$ cat config.mk
export PLATFORM = sky130hd
export DESIGN_NAME = hid_key_report_builder
export DESIGN_NICKNAME = d
export VERILOG_FILES = /design/src/rtl/hkrb_pkg.sv /design/src/rtl/hkrb_ram.sv /design/src/rtl/hkrb_report.sv /design/src/rtl/hid_key_report_builder.sv
export SDC_FILE = /design/constraint.sdc
export NUM_CORES = 1
export LEC_CHECK = 0
export ABC_AREA = 0
export BUFFER_PORTS_ARGS = -buffer_cell sky130_fd_sc_hd__buf_2
export CORE_MARGIN = 5
export CORE_UTILIZATION = 55
export DETAILED_ROUTE_END_ITERATION = 8
export PLACE_DENSITY_LB_ADDON = 0.25
export SLEW_MARGIN = 20
export SYNTH_ARGS = -nofsm -noshare
export SYNTH_HDL_FRONTEND = slang
export SYNTH_SLANG_ARGS = --single-unit
$ cat constraint.sdc
create_clock -name clk -period 5.43 [get_ports clk]
set_input_delay 0.543 -clock clk [delete_from_list [all_inputs] [get_ports clk]]
set_output_delay 0.543 -clock clk [all_outputs]
set_load 0.01 [all_outputs]
$ cat src/rtl/hkrb_pkg.sv
// Shared types, constants and codes for the HID key report builder.
package hkrb_pkg;

    localparam int TRACK_DEPTH = 16;
    localparam int CAPACITY    = TRACK_DEPTH - 2;
    localparam int IDX_W       = $clog2(TRACK_DEPTH);
    localparam int KEY_SLOTS   = 6;
    localparam int SLOT_W      = $clog2(KEY_SLOTS + 1);
    localparam int CODE_W      = 16;

    localparam logic [1:0] OP_PRESS   = 2'd0;
    localparam logic [1:0] OP_RELEASE = 2'd1;
    localparam logic [1:0] OP_COMMIT  = 2'd2;

    localparam logic [7:0] CLS_MODIFIER = 8'hE0;
    localparam logic [7:0] CLS_MEDIA    = 8'hE2;
    localparam logic [7:0] CLS_MEDIA_LO = 8'hE4;
    localparam logic [7:0] CLS_MEDIA_HI = 8'hE7;
    localparam logic [7:0] CLS_KEY      = 8'hF0;

    typedef struct packed {
        logic [1:0]        operation;
        logic [CODE_W-1:0] key_code;
    } cmd_t;

    typedef struct packed {
        logic [7:0]        modifier_bits;
        logic [7:0]        key_slot_0;
        logic [7:0]        key_slot_1;
        logic [7:0]        key_slot_2;
        logic [7:0]        key_slot_3;
        logic [7:0]        key_slot_4;
        logic [7:0]        key_slot_5;
        logic [CODE_W-1:0] media_code;
        logic              bad_code_seen;
    } report_t;

    typedef enum logic [2:0] {
        ST_IDLE,
        ST_SCAN,
        ST_LAST,
        ST_WB,
        ST_EMIT
    } state_t;

endpackage

$ cat src/rtl/hkrb_ram.sv
// Simple dual-port RAM with one write port and a registered read port.
module hkrb_ram #(
    parameter int DATA_W = 16,
    parameter int ADDR_W = 4,
    parameter int DEPTH  = 16
) (
    input  logic              clk,
    input  logic              wr_en,
    input  logic [ADDR_W-1:0] wr_addr,
    input  logic [DATA_W-1:0] wr_data,
    input  logic              rd_en,
    input  logic [ADDR_W-1:0] rd_addr,
    output logic [DATA_W-1:0] rd_data
);

    logic [DATA_W-1:0] mem [DEPTH];

    always_ff @(posedge clk)
    begin
        if (wr_en)
        begin
            mem[wr_addr] <= wr_data;
        end
    end

    always_ff @(posedge clk)
    begin
        if (rd_en)
        begin
            rd_data <= mem[rd_addr];
        end
    end

endmodule

$ cat src/rtl/hkrb_report.sv
// Report accumulator: folds held key codes, in list order, into one report.
module hkrb_report (
    input  logic                         clk,
    input  logic                         clear,
    input  logic                         feed,
    input  logic [hkrb_pkg::CODE_W-1:0]  code,
    output hkrb_pkg::report_t            report
);

    logic [7:0]                      mods_reg;
    logic [7:0]                      mods_next;
    logic [7:0]                      slots_reg [hkrb_pkg::KEY_SLOTS];
    logic [7:0]                      slots_next [hkrb_pkg::KEY_SLOTS];
    logic [hkrb_pkg::SLOT_W-1:0]     used_reg;
    logic [hkrb_pkg::SLOT_W-1:0]     used_next;
    logic [hkrb_pkg::CODE_W-1:0]     media_reg;
    logic [hkrb_pkg::CODE_W-1:0]     media_next;
    logic                            bad_reg;
    logic                            bad_next;
    logic [7:0]                      cls;
    logic [7:0]                      low;

    assign cls = code[15:8];
    assign low = code[7:0];

    always_comb
    begin
        mods_next  = mods_reg;
        used_next  = used_reg;
        media_next = media_reg;
        bad_next   = bad_reg;
        for (int k = 0; k < hkrb_pkg::KEY_SLOTS; k++)
        begin
            slots_next[k] = slots_reg[k];
        end
        if (clear)
        begin
            mods_next  = '0;
            used_next  = '0;
            media_next = '0;
            bad_next   = 1'b0;
            for (int k = 0; k < hkrb_pkg::KEY_SLOTS; k++)
            begin
                slots_next[k] = '0;
            end
        end
        else if (feed)
        begin
            if (cls == hkrb_pkg::CLS_MODIFIER)
            begin
                mods_next = mods_reg | low;
            end
            else if (cls == hkrb_pkg::CLS_MEDIA ||
                     (cls >= hkrb_pkg::CLS_MEDIA_LO && cls <= hkrb_pkg::CLS_MEDIA_HI))
            begin
                media_next = code;
            end
            else if (cls == hkrb_pkg::CLS_KEY)
            begin
                // Codes beyond the sixth normal key are left out.
                if (used_reg < hkrb_pkg::SLOT_W'(hkrb_pkg::KEY_SLOTS))
                begin
                    for (int k = 0; k < hkrb_pkg::KEY_SLOTS; k++)
                    begin
                        if (used_reg == hkrb_pkg::SLOT_W'(k))
                        begin
                            slots_next[k] = low;
                        end
                    end
                    used_next = used_reg + 1'b1;
                end
            end
            else
            begin
                bad_next = 1'b1;
            end
        end
    end

    always_ff @(posedge clk)
    begin
        mods_reg  <= mods_next;
        used_reg  <= used_next;
        media_reg <= media_next;
        bad_reg   <= bad_next;
        for (int k = 0; k < hkrb_pkg::KEY_SLOTS; k++)
        begin
            slots_reg[k] <= slots_next[k];
        end
    end

    always_comb
    begin
        report.modifier_bits = mods_reg;
        report.key_slot_0    = slots_reg[0];
        report.key_slot_1    = slots_reg[1];
        report.key_slot_2    = slots_reg[2];
        report.key_slot_3    = slots_reg[3];
        report.key_slot_4    = slots_reg[4];
        report.key_slot_5    = slots_reg[5];
        report.media_code    = media_reg;
        report.bad_code_seen = bad_reg;
    end

endmodule

$ cat src/rtl/hid_key_report_builder.sv
// Top level of the HID key report builder: request port, list control and report output.
//
// The block keeps the held key codes as an ordered list in a small synchronous RAM and
// builds a boot keyboard report from it on demand. A press is taken while the block is
// idle: its code is written at the end of the list unless the list already holds
// TRACK_DEPTH-2 entries. A release reads the list one entry per cycle through the RAM's
// read port until it finds the first matching code; it then reads the last entry and
// writes it over the match, and no request is taken until it is done. A commit
// while the report is dirty reads all held entries in order, one per cycle, into the
// report accumulator before the report is presented; the report then sits in an output
// register until it is taken, and the next request is accepted meanwhile. A further
// commit that finishes while the previous report is still waiting holds until the
// output register is free. The list RAM needs no clearing after reset, because only
// entries below the held count are ever read. Zero codes, the unused operation code and
// commits while clean are accepted and change nothing.
module hid_key_report_builder (
    input  logic              clk,
    input  logic              rst_n,
    input  logic              cmd_valid,
    output logic              cmd_stall,
    input  hkrb_pkg::cmd_t    cmd,
    output logic              report_valid,
    input  logic              report_stall,
    output hkrb_pkg::report_t report
);

    hkrb_pkg::state_t               state_reg;
    hkrb_pkg::state_t               state_next;
    logic [hkrb_pkg::IDX_W-1:0]     count_reg;
    logic [hkrb_pkg::IDX_W-1:0]     count_next;
    logic [hkrb_pkg::IDX_W-1:0]     rd_idx_reg;
    logic [hkrb_pkg::IDX_W-1:0]     rd_idx_next;
    logic                           rd_vld_reg;
    logic                           rd_vld_next;
    logic [hkrb_pkg::IDX_W-1:0]     rd_pos_reg;
    logic [hkrb_pkg::IDX_W-1:0]     match_pos_reg;
    logic [hkrb_pkg::IDX_W-1:0]     match_pos_next;
    logic                           dirty_reg;
    logic                           dirty_next;
    logic                           is_commit_reg;
    logic                           is_commit_next;
    logic [hkrb_pkg::CODE_W-1:0]    code_reg;
    logic [hkrb_pkg::CODE_W-1:0]    code_next;
    logic                           report_valid_reg;
    logic                           report_valid_next;
    hkrb_pkg::report_t              report_reg;

    logic                           accept;
    logic                           code_nonzero;
    logic                           issue;
    logic                           match;
    logic                           scan_done;
    logic                           out_free;
    logic                           load_report;

    logic                           ram_wr_en;
    logic [hkrb_pkg::IDX_W-1:0]     ram_wr_addr;
    logic [hkrb_pkg::CODE_W-1:0]    ram_wr_data;
    logic                           ram_rd_en;
    logic [hkrb_pkg::IDX_W-1:0]     ram_rd_addr;
    logic [hkrb_pkg::CODE_W-1:0]    ram_rd_data;

    logic                           acc_clear;
    logic                           acc_feed;
    hkrb_pkg::report_t              acc_report;

    hkrb_ram #(
        .DATA_W (hkrb_pkg::CODE_W),
        .ADDR_W (hkrb_pkg::IDX_W),
        .DEPTH  (hkrb_pkg::TRACK_DEPTH)
    ) u_list_ram (
        .clk     (clk),
        .wr_en   (ram_wr_en),
        .wr_addr (ram_wr_addr),
        .wr_data (ram_wr_data),
        .rd_en   (ram_rd_en),
        .rd_addr (ram_rd_addr),
        .rd_data (ram_rd_data)
    );

    hkrb_report u_report (
        .clk    (clk),
        .clear  (acc_clear),
        .feed   (acc_feed),
        .code   (ram_rd_data),
        .report (acc_report)
    );

    // Requests are only taken while the list controller is idle.
    assign accept       = cmd_valid && !cmd_stall;
    assign code_nonzero = (cmd.key_code != '0);

    // A scan keeps one read in flight; it is finished once every held entry has been
    // issued and the last read data has been looked at.
    assign issue     = (rd_idx_reg < count_reg);
    assign match     = rd_vld_reg && !is_commit_reg && (ram_rd_data == code_reg);
    assign scan_done = !issue && !rd_vld_reg;

    assign out_free    = !report_valid_reg || !report_stall;
    assign load_report = (state_reg == hkrb_pkg::ST_EMIT) && out_free;

    // Next state.
    always_comb
    begin
        state_next = state_reg;
        case (state_reg)
            hkrb_pkg::ST_IDLE:
            begin
                if (accept)
                begin
                    if (cmd.operation == hkrb_pkg::OP_COMMIT && dirty_reg)
                    begin
                        state_next = hkrb_pkg::ST_SCAN;
                    end
                    else if (cmd.operation == hkrb_pkg::OP_RELEASE && code_nonzero)
                    begin
                        state_next = hkrb_pkg::ST_SCAN;
                    end
                end
            end
            hkrb_pkg::ST_SCAN:
            begin
                if (match)
                begin
                    state_next = hkrb_pkg::ST_LAST;
                end
                else if (scan_done)
                begin
                    state_next = is_commit_reg ? hkrb_pkg::ST_EMIT : hkrb_pkg::ST_IDLE;
                end
            end
            hkrb_pkg::ST_LAST:
            begin
                state_next = hkrb_pkg::ST_WB;
            end
            hkrb_pkg::ST_WB:
            begin
                state_next = hkrb_pkg::ST_IDLE;
            end
            hkrb_pkg::ST_EMIT:
            begin
                if (out_free)
                begin
                    state_next = hkrb_pkg::ST_IDLE;
                end
            end
            default:
            begin
                state_next = hkrb_pkg::ST_IDLE;
            end
        endcase
    end

    // Outputs of the controller: RAM ports, accumulator control and request stall.
    always_comb
    begin
        cmd_stall   = 1'b1;
        ram_wr_en   = 1'b0;
        ram_wr_addr = count_reg;
        ram_wr_data = cmd.key_code;
        ram_rd_en   = 1'b0;
        ram_rd_addr = rd_idx_reg;
        acc_clear   = 1'b0;
        acc_feed    = 1'b0;
        case (state_reg)
            hkrb_pkg::ST_IDLE:
            begin
                cmd_stall = 1'b0;
                // A press appends in the same cycle, unless the list is full.
                ram_wr_en = cmd_valid && cmd.operation == hkrb_pkg::OP_PRESS && code_nonzero
                            && (count_reg < hkrb_pkg::IDX_W'(hkrb_pkg::CAPACITY));
                acc_clear = cmd_valid && cmd.operation == hkrb_pkg::OP_COMMIT;
            end
            hkrb_pkg::ST_SCAN:
            begin
                ram_rd_en = issue;
                acc_feed  = rd_vld_reg && is_commit_reg;
            end
            hkrb_pkg::ST_LAST:
            begin
                // Fetch the last entry, which moves into the released slot.
                ram_rd_en   = 1'b1;
                ram_rd_addr = count_reg - 1'b1;
            end
            hkrb_pkg::ST_WB:
            begin
                ram_wr_en   = 1'b1;
                ram_wr_addr = match_pos_reg;
                ram_wr_data = ram_rd_data;
            end
            hkrb_pkg::ST_EMIT:
            begin
                cmd_stall = 1'b1;
            end
            default:
            begin
                cmd_stall = 1'b1;
            end
        endcase
    end

    // Data path next values.
    always_comb
    begin
        count_next        = count_reg;
        dirty_next        = dirty_reg;
        is_commit_next    = is_commit_reg;
        code_next         = code_reg;
        rd_idx_next       = rd_idx_reg;
        match_pos_next    = match_pos_reg;
        rd_vld_next       = 1'b0;
        report_valid_next = report_valid_reg && report_stall;

        if (accept)
        begin
            rd_idx_next    = '0;
            is_commit_next = (cmd.operation == hkrb_pkg::OP_COMMIT);
            code_next      = cmd.key_code;
            if (cmd.operation == hkrb_pkg::OP_COMMIT)
            begin
                dirty_next = 1'b0;
            end
            else if ((cmd.operation == hkrb_pkg::OP_PRESS ||
                      cmd.operation == hkrb_pkg::OP_RELEASE) && code_nonzero)
            begin
                // Every press or release of a real code marks the report dirty, even a
                // press that is dropped or a release of a code that is not held.
                dirty_next = 1'b1;
            end
        end

        if (ram_wr_en && state_reg == hkrb_pkg::ST_IDLE)
        begin
            count_next = count_reg + 1'b1;
        end

        if (state_reg == hkrb_pkg::ST_SCAN)
        begin
            if (issue)
            begin
                rd_idx_next = rd_idx_reg + 1'b1;
            end
            rd_vld_next = issue && (state_next == hkrb_pkg::ST_SCAN);
            if (match)
            begin
                match_pos_next = rd_pos_reg;
            end
        end

        if (state_reg == hkrb_pkg::ST_WB)
        begin
            count_next = count_reg - 1'b1;
        end

        if (load_report)
        begin
            report_valid_next = 1'b1;
        end
    end

    always_ff @(posedge clk or negedge rst_n)
    begin
        if (!rst_n)
        begin
            state_reg        <= hkrb_pkg::ST_IDLE;
            count_reg        <= '0;
            dirty_reg        <= 1'b0;
            rd_vld_reg       <= 1'b0;
            report_valid_reg <= 1'b0;
        end
        else
        begin
            state_reg        <= state_next;
            count_reg        <= count_next;
            dirty_reg        <= dirty_next;
            rd_vld_reg       <= rd_vld_next;
            report_valid_reg <= report_valid_next;
        end
    end

    always_ff @(posedge clk)
    begin
        is_commit_reg <= is_commit_next;
        code_reg      <= code_next;
        rd_idx_reg    <= rd_idx_next;
        rd_pos_reg    <= rd_idx_reg;
        match_pos_reg <= match_pos_next;
        if (load_report)
        begin
            report_reg <= acc_report;
        end
    end

    assign report_valid = report_valid_reg;
    assign report       = report_reg;

    // The list never grows past its capacity.
    assert property (@(posedge clk) disable iff (!rst_n)
        count_reg <= hkrb_pkg::IDX_W'(hkrb_pkg::CAPACITY))
        else $error("held count beyond capacity");

    // The list RAM is never read and written in the same cycle.
    assert property (@(posedge clk) disable iff (!rst_n)
        !(ram_wr_en && ram_rd_en))
        else $error("list RAM read and write overlap");

    // A new report only appears after the emit state.
    assert property (@(posedge clk) disable iff (!rst_n)
        $rose(report_valid_reg) |-> $past(state_reg == hkrb_pkg::ST_EMIT))
        else $error("report presented without a finished scan");

    // A release of a real code always starts a list scan.
    assert property (@(posedge clk) disable iff (!rst_n)
        (accept && cmd.operation == hkrb_pkg::OP_RELEASE && code_nonzero)
        |=> (state_reg == hkrb_pkg::ST_SCAN))
        else $error("release did not start a scan");

    // A write-back always shrinks the list by one.
    assert property (@(posedge clk) disable iff (!rst_n)
        (state_reg == hkrb_pkg::ST_WB) |=> (count_reg == $past(count_reg) - 1'b1))
        else $error("release write-back did not shrink the list");

endmodule

==> summary.txt <==
Cells and area
  • Layout cells sized above 1: 16.0%
  • Finished Core Util: 63.8%
  • Commonest non-fill, non-tap cells in the layout: 366 x edfxtp_1, 124 x nand2_1, 112 x mux2i_1
  • Layout Cells excl Fill: 1,749
  • Max reg flops: 256
  • Fin nets: 1,342
  • Register Area: 12,900 um2
  • Most common cell after layout, fill and taps aside: edfxtp_1
  • Multi-input logic area: 4450 um2
  • Filler Cell Count: 2,303
  • Layout Area Growth over Synthesis: 14.0%
  • Antenna Diode Count: 0

Worst setup path
  • Worst setup path endpoint: u_list_ram.rd_data[9]
  • Worst-path cell chain: inv_1 > ha_1 > nand4bb_1 > a21boi_4 > buf_4 > mux2i_1 > a221oi_1 > a221o_1
  • Crit path from: count_reg[0]
  • Reg2Reg Depth: 8
  • RR Endpoint: u_list_ram.rd_data[9]
  • Family with the most delay on the worst path: buffers and inverters
  • Stages on worst setup path: 8
  • Crit Path Class: reg -> reg
  • CP startpoint kind: flip-flop
  • R2R Path Start: count_reg[0]
  • FF-to-FF setup slack: 2.07 ns
  • Critical Path Slowest Stage Cell: buf_4
  • CP required: 5.73 ns
  • CP arrival: 3.66 ns
  • Critical path buffers and inverters: 2
  • Max incr delay on CP: 0.76 ns
  • Worst Setup End Kind: flip-flop
  • Crit Path Max Fanout: 80

Placed design
  • Placed insts: 1,662
  • # port buffers: 96
  • Routability cong.: 0.849
  • Post-DP HPWL: 24,300 um

STA
  • Clock Skew: 0.0200 ns
  • Period minus WS final: 3.36 ns
  • Fin crit share: 61.8%
  • F_max: 298 MHz
  • RSZ-0062 raised after global routing: false
  • Final setup violation count: 0
  • Slew margin rel.: 23.9%
  • Min Hold Slack: 0.208 ns
  • Max-slew violation count: 0
  • Setup TNS: 0 ns
  • Slew @ Worst Pin: 1.14 ns
  • Final hold viol count: 0

Yosys
  • Largest family of logic cells by synthesized area: simple AND/OR/NAND/NOR gates
  • Complex-gate fraction of the synthesized area: 8.14%
  • Dominant cells by area after synthesis: edfxtp_1 62%, dfxtp_1 9.5%, mux2i_1 6.3%
  • Synth Warn #: 0
  • Post-Synth Simple-Gate Area: 8.28%
  • Syn Inst Count: 1,211
  • Synth Area in XOR/XNOR: 1.14%
  • Synth top area share: 61.9%
  • Synth Area per Inst: 14.7 um2
  • Top FF cell, synth: edfxtp_1
  • Number of synthesized flops with an enable pin: 366
  • Netlist cell types: 60
  • Adder-Cell Fraction of Synth Area: 0.775%
  • Post-synthesis mux area share: 6.38%
  • Synth Register Bits: 460
  • Cell accounting for the most synthesized area: edfxtp_1
  • Syn Std Cell Area: 17,700 um2
  • Synthesized Nets: 1,244
  • Register area share after synthesis: 72.8%
  • Async S/R FF share, synth: 2.17%

Power
  • Leakage: 7.36 nW
  • Peak VDD IR: 0.000324 V
  • Power Dens Cells: 509 nW/um2

Global route
  • Vias in the first global route: 10,200
  • GRT Total Usage: 22.3%
  • Largest net degree at the start of global routing: 81
  • First-pass GRT wire length: 61,500 um
  • Initial antenna violation count: 0
  • Overflow after GRT: 0

Die
  • Initial Utilization: 56.0%
  • Num rows: 65
  • Top Ports: 97
  • Core footprint: 31,700 um2
  • Die span in y: 190 um
  • Die span in x: 190 um
  • Die area: 36,000 um2

Routing
  • DR iter-0 viols: 1,032
  • # DRC: 0
  • Wirelength per Cell: 23.2 um
  • ANT nets after route: 0
  • Via density per instance: 6.07
  • First-pass iteration count of the detailed router: 6
  • Via count: 10,600
  • Post-Route WL: 40,600 um

CTS
  • CTS max path bufs: 3
  • Total CTS buffers: 46
  • TritonCTS clock tree: built
  • Worst-path clk slew: 0.06 ns
  • Clock Latency Late Sink: 0.55 ns
  • H-tree depth: 2
  • Post-CTS setup buffer count: 0
  • CTS Sinks: 460
  • Root buffer cell: clkbuf_16

Min path
  • Hold crit path type: in -> reg
  • Hold path depth: 1

Run
  • Maxcap violations: 0

Run status
  • Status: complete, no violations
synthesized netlist by cell type (all sizes together), types with 16 or more instances:
master / instances
a32oi: 16
nand2: 124
edfxtp: 366
nor2: 103
nor2b: 34
o21ai: 20
a221oi: 65
a21oi: 47
clkbuf: 45
a221o: 16
buf: 36
mux2i: 112
dfxtp: 84
metal layers:
metal | global-route usage (%) | wire (um) | vias up
li1 | - | - | 4801
met1 | 29.9 | 16100 | 5221
met2 | 37.7 | 19900 | 501
met3 | 3.30 | 3110 | 101
met4 | 8.21 | 1460 | 0
met5 | 0 | 0 | -
power breakdown:
part           leakage, nW  internal [W]  switching [W]
clock                0.755       0.00189        0.00130
sequential            4.14       0.00437       0.000486
combinational         2.46      0.000838        0.00142
kinds of logic (layout without fill, tap and decap cells):
family | Yosys count | in the layout
buffers and inverters | 93 | 229
DFF | 460 | 460
and+or+nand+nor | 317 | 317
muxes | 113 | 113
AOI/OAI and AO/OA | 194 | 194
xor gates and xnor gates | 23 | 23
adders and majority gates | 11 | 11
cell type report:
cell class / count / share of cell area [%]
Inverter: 12 / 0.223
Multi-Input combinational cell: 658 / 22.0
Timing Repair Buffer: 131 / 3.75
Clock inverter: 28 / 1.44
Sequential cell: 460 / 63.9
Tap cell: 402 / 2.49
Clock buffer: 58 / 6.22
timing repair:
action                    4_1_cts  5_1_grt
hold endpoints to repair       10        0
gates resized for setup         0        0
hold buffers                    1        0
worst register-to-register path, delay by kind of cell (launching register included):
kind | cells | cell delay [ns]
buffers and inverters | 2 | 0.91
AO/OA/AOI/OAI | 3 | 0.62
flip-flops | 1 | 0.58
adder cells (fa/ha/maj) | 1 | 0.40
multiplexers | 1 | 0.39
AND/OR/NAND/NOR | 1 | 0.21
stage by stage:
stage / instance area (um2) / total power (W) / setup slack, ns
6_report: 20200 / 0.0103 / 2.07
5_1_grt: 20200 / 0.0108 / 1.93
4_1_cts: 20200 / 0.0103 / 2.11
3_5_place_dp: 18700 / 0.00715 / 2.12
3_3_place_gp: 18700 / 0.00707 / 2.19
2_1_floorplan: 17700 / 0.00639 / 0.646
worst min-delay path by stage:
stage	startpoint	end	slack, ns
6_report	cmd[8]	code_reg[8]	0.21
5_1_grt	cmd[8]	code_reg[8]	0.20
4_1_cts	cmd[8]	code_reg[8]	0.19
3_5_place_dp	rd_pos_reg[1]	match_pos_reg[1]	0.39
3_3_place_gp	rd_pos_reg[1]	match_pos_reg[1]	0.39
2_1_floorplan	rst_n	count_reg[0]	0.25
No activity file was read; power rests on OpenSTA's default activity.
